File: src/hw/rtl/integer_literal_parser_unit_macros.svh
// Assertion helpers; every user names its clock clk and its reset rst_n.
`ifndef INTEGER_LITERAL_PARSER_UNIT_MACROS_SVH
`define INTEGER_LITERAL_PARSER_UNIT_MACROS_SVH

// Consequent checked in the same cycle as the antecedent.
`define ILP_ASSERT_NOW(label, ante, cons, msg) \
  label: assert property (@(posedge clk) disable iff (!rst_n) (ante) |-> (cons)) \
    else $error(msg);

// Consequent checked in the cycle after the antecedent.
`define ILP_ASSERT_NEXT(label, ante, cons, msg) \
  label: assert property (@(posedge clk) disable iff (!rst_n) (ante) |=> (cons)) \
    else $error(msg);

`endif

File: src/hw/rtl/ilp_pkg.sv
`default_nettype none

package ilp_pkg;

  localparam int CHAR_W = 8;
  localparam int MAG_W  = 64;

  localparam logic [MAG_W-1:0] NEG_LIMIT = 64'h8000_0000_0000_0000;

  localparam logic [CHAR_W-1:0] CH_NUL        = 8'h00;
  localparam logic [CHAR_W-1:0] CH_MINUS      = 8'h2d;
  localparam logic [CHAR_W-1:0] CH_ZERO       = 8'h30;
  localparam logic [CHAR_W-1:0] CH_ONE        = 8'h31;
  localparam logic [CHAR_W-1:0] CH_SEVEN      = 8'h37;
  localparam logic [CHAR_W-1:0] CH_NINE       = 8'h39;
  localparam logic [CHAR_W-1:0] CH_UNDERSCORE = 8'h5f;
  localparam logic [CHAR_W-1:0] CH_B          = 8'h62;
  localparam logic [CHAR_W-1:0] CH_X          = 8'h78;

  typedef enum logic [1:0] {
    RX_DEC = 2'd0,
    RX_OCT = 2'd1,
    RX_BIN = 2'd2,
    RX_HEX = 2'd3
  } radix_t;

  typedef struct packed {
    logic       ok;
    logic [3:0] val;
  } digit_t;

  function automatic logic is_letter(logic [CHAR_W-1:0] c);
    return (c >= 8'h61 && c <= 8'h7a) || (c >= 8'h41 && c <= 8'h5a);
  endfunction

  function automatic logic is_punct(logic [CHAR_W-1:0] c);
    return (c >= 8'h21 && c <= 8'h2f) || (c >= 8'h3a && c <= 8'h40) ||
           (c >= 8'h5b && c <= 8'h60) || (c >= 8'h7b && c <= 8'h7e);
  endfunction

  function automatic digit_t digit_of(logic [CHAR_W-1:0] c, radix_t rx);
    digit_t d;
    d.ok  = 1'b0;
    d.val = c[3:0];
    case (rx)
      RX_HEX: begin
        if (c >= CH_ZERO && c <= CH_NINE) begin
          d.ok = 1'b1;
        end else if ((c >= 8'h61 && c <= 8'h66) || (c >= 8'h41 && c <= 8'h46)) begin
          // low nibble of 'a'/'A' is 1, so +9 gives 10
          d.ok  = 1'b1;
          d.val = c[3:0] + 4'd9;
        end
      end
      RX_BIN:  d.ok = (c == CH_ZERO) || (c == CH_ONE);
      RX_OCT:  d.ok = (c >= CH_ZERO) && (c <= CH_SEVEN);
      default: d.ok = (c >= CH_ZERO) && (c <= CH_NINE);
    endcase
    return d;
  endfunction

endpackage

`default_nettype wire

File: src/hw/rtl/ilp_if.sv
`default_nettype none

interface ilp_in_if;
  import ilp_pkg::*;

  logic              valid;
  logic              ready;
  logic [CHAR_W-1:0] character;

  modport source (output valid, output character, input ready);
  modport sink (input valid, input character, output ready);
endinterface

interface ilp_out_if;
  import ilp_pkg::*;

  logic             valid;
  logic             ready;
  logic             valid_res;
  logic             is_negative;
  logic [MAG_W-1:0] magnitude;

  modport source (output valid, output valid_res, output is_negative, output magnitude,
                  input ready);
  modport sink (input valid, input valid_res, input is_negative, input magnitude,
                output ready);
endinterface

`default_nettype wire

File: src/hw/rtl/integer_literal_parser_unit.sv
// Streaming integer-literal parser. One ASCII character is taken per request on in_ch
// and at most one result leaves on out_ch per literal, when its terminating character
// is seen. The block sustains one character per cycle, stalls apart: each character is
// captured in an input register, and from there a single pass of logic (digit decode
// plus the 68-bit multiply-by-radix-and-add that also yields exact overflow) updates
// the parser state and, for a terminator, loads the result register. A result thus
// passes through the input register and then the result register before it is visible
// on out_ch. The input side only stalls while a terminator is waiting behind a result
// that has not yet been taken.
`default_nettype none

module integer_literal_parser_unit (
  input  wire         clk,
  input  wire         rst_n,
  ilp_in_if.sink      in_ch,
  ilp_out_if.source   out_ch
);
  import ilp_pkg::*;

  `include "integer_literal_parser_unit_macros.svh"

  typedef enum logic [1:0] {
    PH_START  = 2'd0,
    PH_ZERO   = 2'd1,
    PH_DIGITS = 2'd2
  } phase_t;

  localparam int WIDE_W = MAG_W + 4;

  // input stage
  logic              in_valid_r;
  logic [CHAR_W-1:0] char_r;

  // parser state
  phase_t           phase_r, phase_nxt;
  radix_t           radix_r, radix_nxt;
  logic [MAG_W-1:0] acc_r, acc_nxt;
  logic             digit_seen_r, digit_seen_nxt;
  logic             sign_r, sign_nxt;
  logic             ovf_r, ovf_nxt;

  // result stage
  logic             out_valid_r;
  logic             res_ok_r;
  logic             res_neg_r;
  logic [MAG_W-1:0] res_mag_r;

  logic             emit;
  logic             emit_ok;
  logic [MAG_W-1:0] emit_mag;
  logic             do_acc;
  radix_t           acc_rx;
  digit_t           dig;
  logic [WIDE_W-1:0] scaled;
  logic [WIDE_W-1:0] wide;
  logic             advance;
  logic             fire;
  logic             in_ready;

  // radix used by the digit decode depends on where we are in the literal
  always_comb begin
    case (phase_r)
      PH_ZERO:   acc_rx = RX_OCT;
      PH_DIGITS: acc_rx = radix_r;
      default:   acc_rx = RX_DEC;
    endcase
    dig = digit_of(char_r, acc_rx);
    case (acc_rx)
      RX_HEX:  scaled = {acc_r, 4'b0000};
      RX_OCT:  scaled = {1'b0, acc_r, 3'b000};
      RX_BIN:  scaled = {3'b000, acc_r, 1'b0};
      default: scaled = {1'b0, acc_r, 3'b000} + {3'b000, acc_r, 1'b0};
    endcase
    wide = scaled + {{(WIDE_W-4){1'b0}}, dig.val};
  end

  always_comb begin
    phase_nxt      = phase_r;
    radix_nxt      = radix_r;
    acc_nxt        = acc_r;
    digit_seen_nxt = digit_seen_r;
    sign_nxt       = sign_r;
    ovf_nxt        = ovf_r;
    emit           = 1'b0;
    emit_ok        = 1'b0;
    emit_mag       = '0;
    do_acc         = 1'b0;

    case (phase_r)
      PH_ZERO: begin
        if (char_r >= CH_ZERO && char_r <= CH_NINE) begin
          radix_nxt = RX_OCT;
          phase_nxt = PH_DIGITS;
          if (dig.ok) begin
            do_acc = 1'b1;
          end else begin
            emit = 1'b1;
          end
        end else if (char_r == CH_B) begin
          radix_nxt = RX_BIN;
          phase_nxt = PH_DIGITS;
        end else if (char_r == CH_X) begin
          radix_nxt = RX_HEX;
          phase_nxt = PH_DIGITS;
        end else begin
          // bare zero is closed by punctuation (not underscore) or NUL
          emit    = 1'b1;
          emit_ok = (is_punct(char_r) && char_r != CH_UNDERSCORE) || char_r == CH_NUL;
        end
      end
      PH_DIGITS: begin
        if (dig.ok) begin
          do_acc = 1'b1;
        end else begin
          emit     = 1'b1;
          emit_ok  = !is_letter(char_r) && digit_seen_r && !ovf_r &&
                     !(sign_r && acc_r > NEG_LIMIT);
          emit_mag = acc_r;
        end
      end
      default: begin
        if (char_r == CH_MINUS && !sign_r) begin
          sign_nxt = 1'b1;
        end else if (char_r == CH_ZERO) begin
          phase_nxt = PH_ZERO;
        end else if (char_r >= CH_ONE && char_r <= CH_NINE) begin
          radix_nxt = RX_DEC;
          phase_nxt = PH_DIGITS;
          do_acc    = 1'b1;
        end else begin
          emit = 1'b1;
        end
      end
    endcase

    if (do_acc) begin
      digit_seen_nxt = 1'b1;
      if (!ovf_r) begin
        if (|wide[WIDE_W-1:MAG_W]) begin
          ovf_nxt = 1'b1;
        end else begin
          acc_nxt = wide[MAG_W-1:0];
        end
      end
    end

    if (emit) begin
      phase_nxt      = PH_START;
      radix_nxt      = RX_DEC;
      acc_nxt        = '0;
      digit_seen_nxt = 1'b0;
      sign_nxt       = 1'b0;
      ovf_nxt        = 1'b0;
    end
  end

  // only a terminator needs room in the result register
  assign advance  = !emit || !out_valid_r || out_ch.ready;
  assign fire     = in_valid_r && advance;
  assign in_ready = !in_valid_r || advance;

  always_ff @(posedge clk) begin
    if (!rst_n) begin
      in_valid_r   <= 1'b0;
      char_r       <= '0;
      phase_r      <= PH_START;
      radix_r      <= RX_DEC;
      acc_r        <= '0;
      digit_seen_r <= 1'b0;
      sign_r       <= 1'b0;
      ovf_r        <= 1'b0;
      out_valid_r  <= 1'b0;
      res_ok_r     <= 1'b0;
      res_neg_r    <= 1'b0;
      res_mag_r    <= '0;
    end else begin
      if (in_ready) begin
        in_valid_r <= in_ch.valid;
      end
      if (in_ready && in_ch.valid) begin
        char_r <= in_ch.character;
      end
      if (fire) begin
        phase_r      <= phase_nxt;
        radix_r      <= radix_nxt;
        acc_r        <= acc_nxt;
        digit_seen_r <= digit_seen_nxt;
        sign_r       <= sign_nxt;
        ovf_r        <= ovf_nxt;
      end
      if (fire && emit) begin
        out_valid_r <= 1'b1;
        res_ok_r    <= emit_ok;
        res_neg_r   <= sign_r;
        res_mag_r   <= emit_ok ? emit_mag : '0;
      end else if (out_ch.ready) begin
        out_valid_r <= 1'b0;
      end
    end
  end

  assign in_ch.ready        = in_ready;
  assign out_ch.valid       = out_valid_r;
  assign out_ch.valid_res   = res_ok_r;
  assign out_ch.is_negative = res_neg_r;
  assign out_ch.magnitude   = res_mag_r;

  `ILP_ASSERT_NOW(a_invalid_zero_mag, out_valid_r && !res_ok_r, res_mag_r == '0,
                  "invalid result carries a nonzero magnitude")
  `ILP_ASSERT_NOW(a_neg_in_range, out_valid_r && res_ok_r && res_neg_r,
                  res_mag_r <= NEG_LIMIT, "negative result beyond 2^63")
  `ILP_ASSERT_NOW(a_ovf_has_digit, ovf_r, digit_seen_r,
                  "overflow flagged with no digit seen")
  `ILP_ASSERT_NEXT(a_restart_after_emit, fire && emit,
                   phase_r == PH_START && !sign_r && acc_r == '0 && !ovf_r && out_valid_r,
                   "parser did not restart after a result")

endmodule

`default_nettype wire
File: src/flat_wrapper.sv
// flat-port wrapper written by rule: the top's interface ports become plain ports
module integer_literal_parser_unit_flat import ilp_pkg::*;
  (clk, rst_n, in_ch_valid, in_ch_character, in_ch_ready, out_ch_valid, out_ch_valid_res, out_ch_is_negative, out_ch_magnitude, out_ch_ready);
  ilp_in_if in_ch_i ();
  ilp_out_if out_ch_i ();
  input  wire clk;
  input  wire rst_n;
  input wire logic [$bits(in_ch_i.valid)-1:0] in_ch_valid;
  input wire logic [$bits(in_ch_i.character)-1:0] in_ch_character;
  output wire logic [$bits(in_ch_i.ready)-1:0] in_ch_ready;
  output wire logic [$bits(out_ch_i.valid)-1:0] out_ch_valid;
  output wire logic [$bits(out_ch_i.valid_res)-1:0] out_ch_valid_res;
  output wire logic [$bits(out_ch_i.is_negative)-1:0] out_ch_is_negative;
  output wire logic [$bits(out_ch_i.magnitude)-1:0] out_ch_magnitude;
  input wire logic [$bits(out_ch_i.ready)-1:0] out_ch_ready;
  assign in_ch_i.valid = in_ch_valid;
  assign in_ch_i.character = in_ch_character;
  assign in_ch_ready = in_ch_i.ready;
  assign out_ch_valid = out_ch_i.valid;
  assign out_ch_valid_res = out_ch_i.valid_res;
  assign out_ch_is_negative = out_ch_i.is_negative;
  assign out_ch_magnitude = out_ch_i.magnitude;
  assign out_ch_i.ready = out_ch_ready;
  integer_literal_parser_unit u_core (.clk(clk), .rst_n(rst_n), .in_ch(in_ch_i), .out_ch(out_ch_i));
endmodule
File: config.mk
export PLATFORM = sky130hd
export DESIGN_NAME = integer_literal_parser_unit_flat
export DESIGN_NICKNAME = d
export VERILOG_FILES = /design/src/hw/rtl/ilp_pkg.sv /design/src/hw/rtl/ilp_if.sv /design/src/hw/rtl/integer_literal_parser_unit.sv /design/src/flat_wrapper.sv
export VERILOG_INCLUDE_DIRS = /design/src /design/src/hw/rtl
export SDC_FILE = /design/constraint.sdc
export NUM_CORES = 1
export LEC_CHECK = 0
export ABC_AREA = 0
export BUFFER_PORTS_ARGS = -buffer_cell sky130_fd_sc_hd__buf_2
export CORE_MARGIN = 4
export CORE_UTILIZATION = 30
export CTS_BUF_LIST = sky130_fd_sc_hd__clkbuf_8
export DETAILED_ROUTE_END_ITERATION = 8
export PLACE_DENSITY_LB_ADDON = 0.1
export RECOVER_POWER = 50
export SLEW_MARGIN = 20
export SYNTH_ARGS = -nofsm -noshare
export SYNTH_HDL_FRONTEND = slang
export SYNTH_SLANG_ARGS = --single-unit
File: constraint.sdc
create_clock -name clk -period 16.7 [get_ports clk]
set_input_delay 0 -clock clk [delete_from_list [all_inputs] [get_ports clk]]
set_output_delay 0 -clock clk [all_outputs]
set_load 0.03 [all_outputs]
Word level (Yosys, flattened, before mapping). Index checks and enable logic that the tools add are counted.

Bits in registers: 147. Output and inout port bits: 68. Latch bits: 0. Memory bits (read-only): 0. Bits of input ports: 12. Memories kept: 0. Word-level logic and storage cells: 162. Memory bits (writable): 0.

Add/subtract/negate cells: 3. Equality and inequality tests: 18. Reductions and logical operators: 50. Multiplexer cells: 60. Div/mod/pow operators: 0. Multipliers: 0. Order comparisons: 19. Bitwise gates (word level): 0. Shift operators: 0.

Operators with widths (count): $mux 64 (7); $pmux 68 s3 (1); $add 67x65->68 (1); $add 68x4->68 (1); $gt 64x64->1 const B (1); $le 8x7->1 const B (7); $ge 8x6->1 const B (4); $ge 8x7->1 const B (4); $mux 1 (28); $mux 2 (14); $eq 8x6->1 const B (3); $le 8x6->1 const B (3); $logic_and 1x1->1 (20); $eq 8x7->1 const B (2); $pmux 2 s2 (3); $logic_or 1x1->1 (10); $logic_not 8->1 (1); $mux 4 (2); $ne 8x7->1 const B (1); $logic_not 1->1 (7); $eq 2x2->1 const B (3); $ne 2x1->1 const B (3); $ne 3x2->1 const B (2); $pmux 1 s2 (3); other kinds (16) (19).

Depth between registers and ports, before layout. Gate-level depths: netlist of the first run.

Word-level depth: 15. Mapped depth: 26. Depth with buffers taken out: 22.

Least setup slack after synthesis of the first run. OpenSTA, ideal clock, no wires.

Path type: flip-flop to flip-flop. From: reg u_core.phase_r[0]. To: reg u_core.acc_r[28]. Path slack: 11471 ps. Data arrival time: 5161 ps. Stages on the path, launching flop included: 23. Period minus slack after synthesis: 5229 ps. Path buffers: 7. Required time: 16632 ps. Setup time: 68 ps. Path through: dfxtp_1 inv_1 ha_1 clkbuf_1 nor2_1 clkbuf_1 buf_2 buf_2 buf_1 a21oi_1 a21o_1 ha_1 a21oi_1 nor3_1 nand4_1 nor4_1 nand4_1 nor4_2 mux2_2 or3_1 buf_2 buf_6 o2bb2ai_2.

Word-level cells in the longest chain between the ends: 12. Elaborated cells on any way between the ends: 29. Those cells by class: add/sub (1); eq/ne (7); mux (14); reduce/logical (7).

Ends and longest elaborated chain: start, declared (RTL line integer_literal_parser_unit.sv:35) `phase_t phase_r, phase_nxt;`; start signal, assigned (RTL line integer_literal_parser_unit.sv:184) `phase_r <= phase_nxt;`; parallel branches: the longest is 12 deep, another holds $add 68x4->68; end signal, assigned (RTL line integer_literal_parser_unit.sv:186) `acc_r <= acc_nxt;`; end, declared (RTL line integer_literal_parser_unit.sv:37) `logic [MAG_W-1:0] acc_r, acc_nxt;`.

Parallel ways; which one is timed is not known. The select of a mux whose other input is x is not followed. A chain may end at the register's enable or synchronous reset.

Final worst setup path of the first run.
From: reg u_core.phase_r[0]. To: reg u_core.res_mag_r[34], in the netlist u_core.out_ch.magnitude[34].

Word-level cells in the longest chain between the ends: 12. Elaborated cells on any way between the ends: 20. Those cells by class: eq/ne (5); mux (10); reduce/logical (5).

Ends and longest elaborated chain: $eq 2x2->1 or $eq 2x1->1 (tied branches) (RTL line integer_literal_parser_unit.sv:62, integer_literal_parser_unit.sv:89); $pmux 2 s2 (RTL line integer_literal_parser_unit.sv:62) `case (phase_r)`; $eq 2x1->1 or $eq 2x2->1 (tied branches) (RTL line ilp_pkg.sv:45) `case (rx)`; $pmux 1 s3 (RTL line ilp_pkg.sv:45); $mux 1 (RTL line integer_literal_parser_unit.sv:94, integer_literal_parser_unit.sv:112); $mux 1 (RTL line integer_literal_parser_unit.sv:91) `if (char_r >= CH_ZERO && char_r <= CH_NINE) begin`; $pmux 1 s2 (RTL line integer_literal_parser_unit.sv:89) `case (phase_r)`; $logic_not 1->1 (RTL line integer_literal_parser_unit.sv:158) `assign advance = !emit || !out_valid_r || out_ch.ready;`; $logic_or 1x1->1 (2 in series) (RTL line integer_literal_parser_unit.sv:158); $logic_and 1x1->1 (RTL line integer_literal_parser_unit.sv:159) `assign fire = in_valid_r && advance;`; $logic_and 1x1->1 (RTL line integer_literal_parser_unit.sv:191) `if (fire && emit) begin`; end signal, assigned (RTL line integer_literal_parser_unit.sv:195) `res_mag_r <= emit_ok ? emit_mag : '0;`; end, declared (RTL line integer_literal_parser_unit.sv:46) `logic [MAG_W-1:0] res_mag_r;`.

Parallel ways exist; a longest one is shown, timed or not.

==> results of run 1 <==
per-stage QoR:
step	instances	cell area [um2]	power (mW)	util (%)	hold WS, ns
final	2467	14900	0.681	33.5	0.248
after floorplan	1845	13600	0.381	-	0.122
after global placement	2408	14300	0.390	32.2	0.260
after detailed placement	2408	14300	0.390	32.2	0.269
after global routing	2467	14900	0.708	33.5	0.273
after CTS	2467	15000	0.694	33.7	0.205
kinds of logic after synthesis:
| family | share of synthesized area, % |
|---|---|
| and+or+nand+nor | 27.6 |
| buffers and inverters | 4.76 |
| muxes | 1.44 |
| xor gates and xnor gates | 5.93 |
| AOI/OAI and AO/OA | 31.8 |
| DFF | 21.7 |
| adders and majority gates | 6.84 |
final timing paths:
| check | startpoint | to | slack (ns) | cells past startpoint |
|---|---|---|---|---|
| hold / removal | rst_n | u_core.phase_r[0] | 0.25 | 3 |
| setup reg to reg | u_core.phase_r[0] | u_core.out_ch.magnitude[34] | 8.69 | 13 |
| hold reg to reg | u_core.out_ch.valid_res | u_core.out_ch.valid_res | 0.46 | 2 |
| setup / recovery | u_core.phase_r[0] | u_core.out_ch.magnitude[34] | 8.69 | 13 |
area by class of cell:
type / count / area, um2 / area share, %
Clock inverter: 13 / 119 / 0.798
Multi-Input combinational cell: 1545 / 10000 / 67.3
Tap cell: 592 / 741 / 4.97
Clock buffer: 19 / 262 / 1.76
Sequential cell: 147 / 2940 / 19.8
Inverter: 30 / 113 / 0.756
Timing Repair Buffer: 121 / 694 / 4.66
cells in the mapped netlist, types with 22 or more instances:
cell type and count:
nand2_1 273, dfxtp_1 147, a21oi_1 136, nor2_1 133
a22o_1 114, nand3_1 93, o21ai_0 91, ha_1 71
clkbuf_1 62, nand4_1 61, xnor2_1 58, nor3_1 48
buf_2 46, xor2_1 34, nor4_1 33, inv_1 29
a31oi_1 22, o211ai_1 22
registers in the layout (all words and copies together) (netlist names):
signal                     count
u_core.acc_r                  64
u_core.ovf_r                   1
u_core.in_valid_r              1
u_core.out_ch.valid            1
u_core.phase_r                 2
u_core.char_r                  8
u_core.out_ch.valid_res        1
u_core.sign_r                  1
u_core.out_ch.is_negative      1
u_core.out_ch.magnitude       64
u_core.radix_r                 2
u_core.digit_seen_r            1
cell usage in the layout (no fill, tap or decap), drive strengths merged, types with 6 or more instances in the layout:
cell	n
mux2i	15
o211ai	24
a21o	20
a22o	114
dlygate4sd3	27
o21ai	110
and2	14
a211oi	22
nor3	54
nand3	93
a221oi	6
and3	14
nand2	273
clkbuf	86
ha	71
a21oi	137
xor2	34
o221ai	19
o21a	20
nor4	36
buf	27
inv	35
a31oi	22
nand3b	8
or2	6
o2111ai	6
nand2b	13
dfxtp	147
o2bb2ai	16
nor2	133
o31ai	11
and4	9
nand4	62
or3	17
xnor2	58
repair_timing:
item / CTS / global route
hold buffers: 27 / 0
endpoints found under the hold margin: 17 / 0
setup buffers: 0 / 0
power by group through the flow:
stage	Sequential, mW	Combinational, mW	Clock (mW)
2_1_floorplan	0.361	0.0199	0
3_3_place_gp	0.363	0.0273	0
6_report	0.355	0.0313	0.294
4_1_cts	0.355	0.0319	0.307
3_5_place_dp	0.363	0.0270	0
5_1_grt	0.356	0.0350	0.317
layer usage:
layer | up-vias | GRT usage, % | part of all wire [%]
met1 | 7313 | 33.8 | 46
li1 | 7037 | - | -
met2 | 527 | 38.3 | 45
met5 | - | 0 | 0
met3 | 75 | 4.90 | 6.6
met4 | 0 | 7.39 | 2.5
tightest hold or removal path, cell delays in order:
cell	delay (ns)
dlygate4sd3_1	0.52
buf_2	0.16
and2_0	0.13
==> flow_summary_export.csv, run 1 <==
group,metric,value,unit
die,chipWidth,221,um
detailed_routing,route.antenna.remaining_nets,0,
global_route,grt.overflow.total,0,
worst_hold_path,min-delay-path-class,"in2reg",
pwr,cellInternalPower,0.479,mW
timing,timing.final.ws_setup,8.69,ns
clock_tree,cts_resized,0,
detailed_routing,routed-via-count,15000,
placement,dpl_worst_slack,9.57,ns
global_route,grt_max_degree,65,
worst_setup_path,crit_buf_inv,2,
synthesis,yosysUniqueCellTypes,93,
worst_setup_path,worstPathCellList,"inv_1, ha_1, and2_0, nand2_1, nor3_1, nor2_1, o31ai_1, o21ai_0, a211oi_1, nor2_1, a21oi_1, buf_4, a22o_1",
synthesis,ys_warn_count,0,
detailed_routing,avgViaCountPerCell,6.06,
timing,setup_viol_count_final,0,
clock_tree,insertion_delay,0.59,ns
placement,place.gp.congestion,0.957,
run_status,violations,"capacitance limit, slew limit",
worst_setup_path,critical_path_arrival,8.53,ns
global_route,wire_length_of_the_first_global_routing_pass,90700,um
worst_setup_path,worstSetupPathType,"reg2reg",
synthesis,ys_ff_latch,147,
synthesis,synth.largest_area_cell,"dfxtp_1",
die,die-area,48700,um2
timing,maxSlewViolCount,71,
final_layout,fin_nets,1947,
synthesis,yosys-top-cells-area,"dfxtp_1 22%, nand2_1 7.5%, a22o_1 7.4%",
clock_tree,cts-root-buf,"clkbuf_8",
worst_setup_path,critical_path_peak_fanout,35,
detailed_routing,drt-total-wl,60000,um
detailed_routing,first_pass_iteration_count_of_the_detailed_router,5,
final_layout,drive_gt1_share,6.29,%
synthesis,netlist_instances,1845,
timing,setup_repair_after_global_routing_missed_its_margin,"false",
run_status,result_of_the_run,"finished with violations",
run,drv.max_cap_violation_count,2,
synthesis,synth_sequential_area_ratio,21.7,%
synthesis,synth_async_sr_flop_share,0,%
clock_tree,htree_num_levels,4,
clock_tree,tritoncts.num_buffers,17,
clock_tree,clk_transition_reported_paths,0.11,ns
pwr,seq_power_share,52.1,%
detailed_routing,drt_first_iter_violations,1339,
worst_setup_path,slowest_delay,2.26,ns
timing,final.min_clock_period,8.01,ns
worst_setup_path,worstPathRequired,17.22,ns
die,floorplan.initialDensity,30.5,%
worst_setup_path,critPathTopFamily,"compound AO/OA/AOI/OAI gates",
worst_setup_path,crit_slowest_cell,"a21oi_1",
die,ioPinCount,80,
final_layout,diodes,0,
pwr,switching_share,29.7,%
pwr,psw,0.202,mW
timing,clock_skew,0.0224,ns
synthesis,synth_edf_count,0,
die,floorplan.core_area,44500,um2
timing,setup_total_negative_slack,0,ns
detailed_routing,post-route-drc-count,0,
final_layout,area.growth.synth_to_final,9.70,%
final_layout,fillerInstances,4841,
synthesis,postSynth.topFlopCell,"dfxtp_1",
worst_setup_path,crit_path_frequent_cell,"nor2_1",
detailed_routing,wire_per_inst,24.3,um
placement,port_buffers,79,
clock_tree,clock_path_buffers,2,
timing,hold_viol,0,
pwr,powerDensity,45.7,nW/um2
pwr,vdd.ir_drop.worst,62.2,uV
timing,timing.max_slew.rel_slack,-102,%
worst_setup_path,timing.critical_path.from_type,"register",
die,rows,77,
global_route,first_global_vias,14200,
pwr,clockPowerShare,43.3,%
timing,fin_crit_sh,47.9,%
pwr,leakage_component_of_the_power,5.31,nW
placement,hpwl,44800,um
synthesis,synthesis.area_per_instance,7.36,um2
synthesis,synth.top_cell.area_share,21.7,%
clock_tree,cts.sink_count,147,
die,chipHeight,221,um
worst_setup_path,timing.critical_path.to_type,"register",
global_route,grt_use_total,24.4,%
synthesis,synth_area,13600,um2
timing,timing_worst_slew_pin_value,3.02,ns
timing,maxClockFrequency,125,MHz
pwr,combinationalPowerShare,4.6,%
synthesis,synthesis.nets,1930,
clock_tree,cts_tree,"done",
global_route,antenna_violations_before_repair,0,
No activity file was read; power rests on OpenSTA's default activity.
==> run 2: changes to the inputs <==
==> constraint.sdc (replaced) <==
create_clock -name clk -period 7.8 [get_ports clk]
set_input_delay 0 -clock clk [delete_from_list [all_inputs] [get_ports clk]]
set_output_delay 0 -clock clk [all_outputs]
set_load 0.03 [all_outputs]
==> flow_summary_export.csv, run 2 (synthesis results as in run 1) <==
group,metric,value,unit
die,chipWidth,221,um
timing,final.min_clock_period,6.50,ns
global_route,antenna_violations_before_repair,0,
clock_tree,cts.repair_timing.setup_buffer_count,0,
die,floorplan.core_area,44500,um2
final_layout,area.growth.synth_to_final,10.5,%
pwr,cellInternalPower,1.08,mW
worst_setup_path,timing.critical_path.to_type,"register",
die,chipHeight,221,um
pwr,vdd.ir_drop.worst,136,uV
pwr,combinationalPowerShare,4.4,%
placement,numPlacedInstances,2412,
detailed_routing,post-route-drc-count,0,
worst_setup_path,worstReg2RegStart,"u_core.phase_r[0]",
final_layout,multiInputGateArea,10000,um2
final_layout,layout.cells.most_common_list,"272 x nand2_1, 147 x dfxtp_1, 136 x a21oi_1",
placement,place.gp.congestion,0.985,
detailed_routing,drt-total-wl,59500,um
worst_hold_path,hold_path_startpoint,"rst_n",
die,ioPinCount,80,
final_layout,fin_nets,1951,
worst_hold_path,worstHoldPathCells,3,
pwr,switching_share,29.5,%
pwr,powerDensity,102,nW/um2
global_route,grt_max_degree,65,
final_layout,drive_gt1_share,6.39,%
detailed_routing,first_pass_iteration_count_of_the_detailed_router,6,
clock_tree,htree_num_levels,4,
worst_setup_path,timing.critical_path.from_type,"register",
timing,setup_viol_count_final,0,
timing,timing_worst_slew_pin_value,2.45,ns
timing,hold_viol,0,
clock_tree,cts-root-buf,"clkbuf_8",
clock_tree,clock_path_buffers,2,
timing,fin_crit_sh,83.3,%
clock_tree,tritoncts.num_buffers,17,
placement,placed_cell_area,14400,um2
clock_tree,insertion_delay,0.58,ns
clock_tree,cts_resized,0,
die,floorplan.initialDensity,30.5,%
global_route,grt_use_total,24.4,%
detailed_routing,avgViaCountPerCell,6.04,
worst_hold_path,holdPathEnd,"u_core.phase_r[0]",
timing,setup_repair_after_global_routing_missed_its_margin,"false",
detailed_routing,wire_per_inst,24.1,um
clock_tree,cts.sink_count,147,
worst_setup_path,worstPathRequired,8.32,ns
placement,port_buffers,79,
timing,clock_skew,0.0217,ns
placement,hpwl,44400,um
run_status,violations,"capacitance limit, slew limit",
timing,maxSlewViolCount,31,
final_layout,sequential_cell_area,2940,um2
final_layout,fillerInstances,4908,
worst_setup_path,critical_path_arrival,7.01,ns
timing,timing.max_slew.rel_slack,-63.7,%
global_route,first_global_vias,14100,
final_layout,diodes,0,
pwr,psw,0.451,mW
global_route,wire_length_of_the_first_global_routing_pass,90700,um
clock_tree,number_of_hold_buffers_added_after_cts,27,
final_layout,layout.cells.most_common,"nand2_1",
run_status,result_of_the_run,"finished with violations",
die,die-area,48700,um2
final_layout,final_cell_area,15000,um2
worst_setup_path,rrSetupSlack,1.30,ns
detailed_routing,routed-via-count,14900,
final_layout,final_cell_count_no_fill,2471,
detailed_routing,drt_first_iter_violations,1460,
timing,maxClockFrequency,154,MHz
clock_tree,cts_tree,"done",
global_route,grt.overflow.total,0,
worst_setup_path,worst_r2r_endpoint,"u_core.acc_r[52]",
worst_setup_path,critical_path_peak_fanout,39,
worst_setup_path,worstSetupPathType,"reg2reg",
pwr,clockPowerShare,45.9,%
worst_hold_path,min-delay-path-class,"in2reg",
timing,hold-worst-slack,0.267,ns
detailed_routing,route.antenna.remaining_nets,0,
timing,setup_total_negative_slack,0,ns
pwr,seq_power_share,49.7,%
clock_tree,clk_transition_reported_paths,0.10,ns
final_layout,final_util,33.7,%
worst_setup_path,reg2reg_depth,22,
run,drv.max_cap_violation_count,2,
die,rows,77,
pwr,leakage_component_of_the_power,5.37,nW
-- run 2: power by group through the flow --
stage | logic, mW | registers [mW] | clock network (mW)
5_1_grt | 0.0748 | 0.761 | 0.762
2_1_floorplan | 0.0426 | 0.774 | 0
6_report | 0.0675 | 0.760 | 0.701
4_1_cts | 0.0688 | 0.760 | 0.730
3_3_place_gp | 0.0587 | 0.778 | 0
3_5_place_dp | 0.0584 | 0.778 | 0
-- run 2: per-stage QoR --
stage	power, mW	worst slack [ns]
3_3_place_gp	0.836	1.56
6_report	1.53	1.30
5_1_grt	1.60	0.623
4_1_cts	1.56	1.26
3_5_place_dp	0.836	1.32
2_1_floorplan	0.817	2.57
-- run 2: how the worst max path moves through the flow --
stage | start | endpoint | slack [ns] | depth (start not counted)
3_5_place_dp | u_core.phase_r[0] | u_core.acc_r[36] | 1.32 | 21
4_1_cts | u_core.phase_r[0] | u_core.acc_r[14] | 1.26 | 21
5_1_grt | u_core.phase_r[0] | u_core.acc_r[59] | 0.62 | 22
2_1_floorplan | u_core.phase_r[0] | u_core.acc_r[28] | 2.57 | 22
3_3_place_gp | u_core.phase_r[0] | u_core.acc_r[56] | 1.56 | 22
6_report | u_core.phase_r[0] | u_core.acc_r[52] | 1.30 | 22
-- run 2: final cells by class --
class	count	area share, %
tap	592	4.94
sequential	147	19.6
multi-input combinational	1545	66.8
timing repair buffer	125	5.11
inverter	30	0.750
clock buffer	17	1.56
clock inverter	15	1.28
-- run 2: layer usage --
layer | routed length, um | global-route usage, %
met1 | 27700 | 34.4
met2 | 26600 | 38.2
met3 | 3720 | 4.20
met4 | 1520 | 7.36
met5 | 0 | 0
-- run 2: critical path, stage by stage, from the launching register on --
cell,delay [ns]
dfxtp_1,0.33
inv_1,0.07
ha_1,0.41
a21oi_1,0.28
or2_2,0.48
nor2_1,0.28
nand4_1,0.22
inv_1,0.15
nand2_1,0.08
xnor2_1,0.22
inv_1,0.10
fa_1,0.46
inv_1,0.07
a21oi_1,0.09
nor3_1,0.53
nand4_1,0.16
nor4_1,0.40
nand4_1,0.28
nor4_2,0.40
mux2i_1,0.17
o221ai_4,0.72
buf_12,0.32
a22o_1,0.17
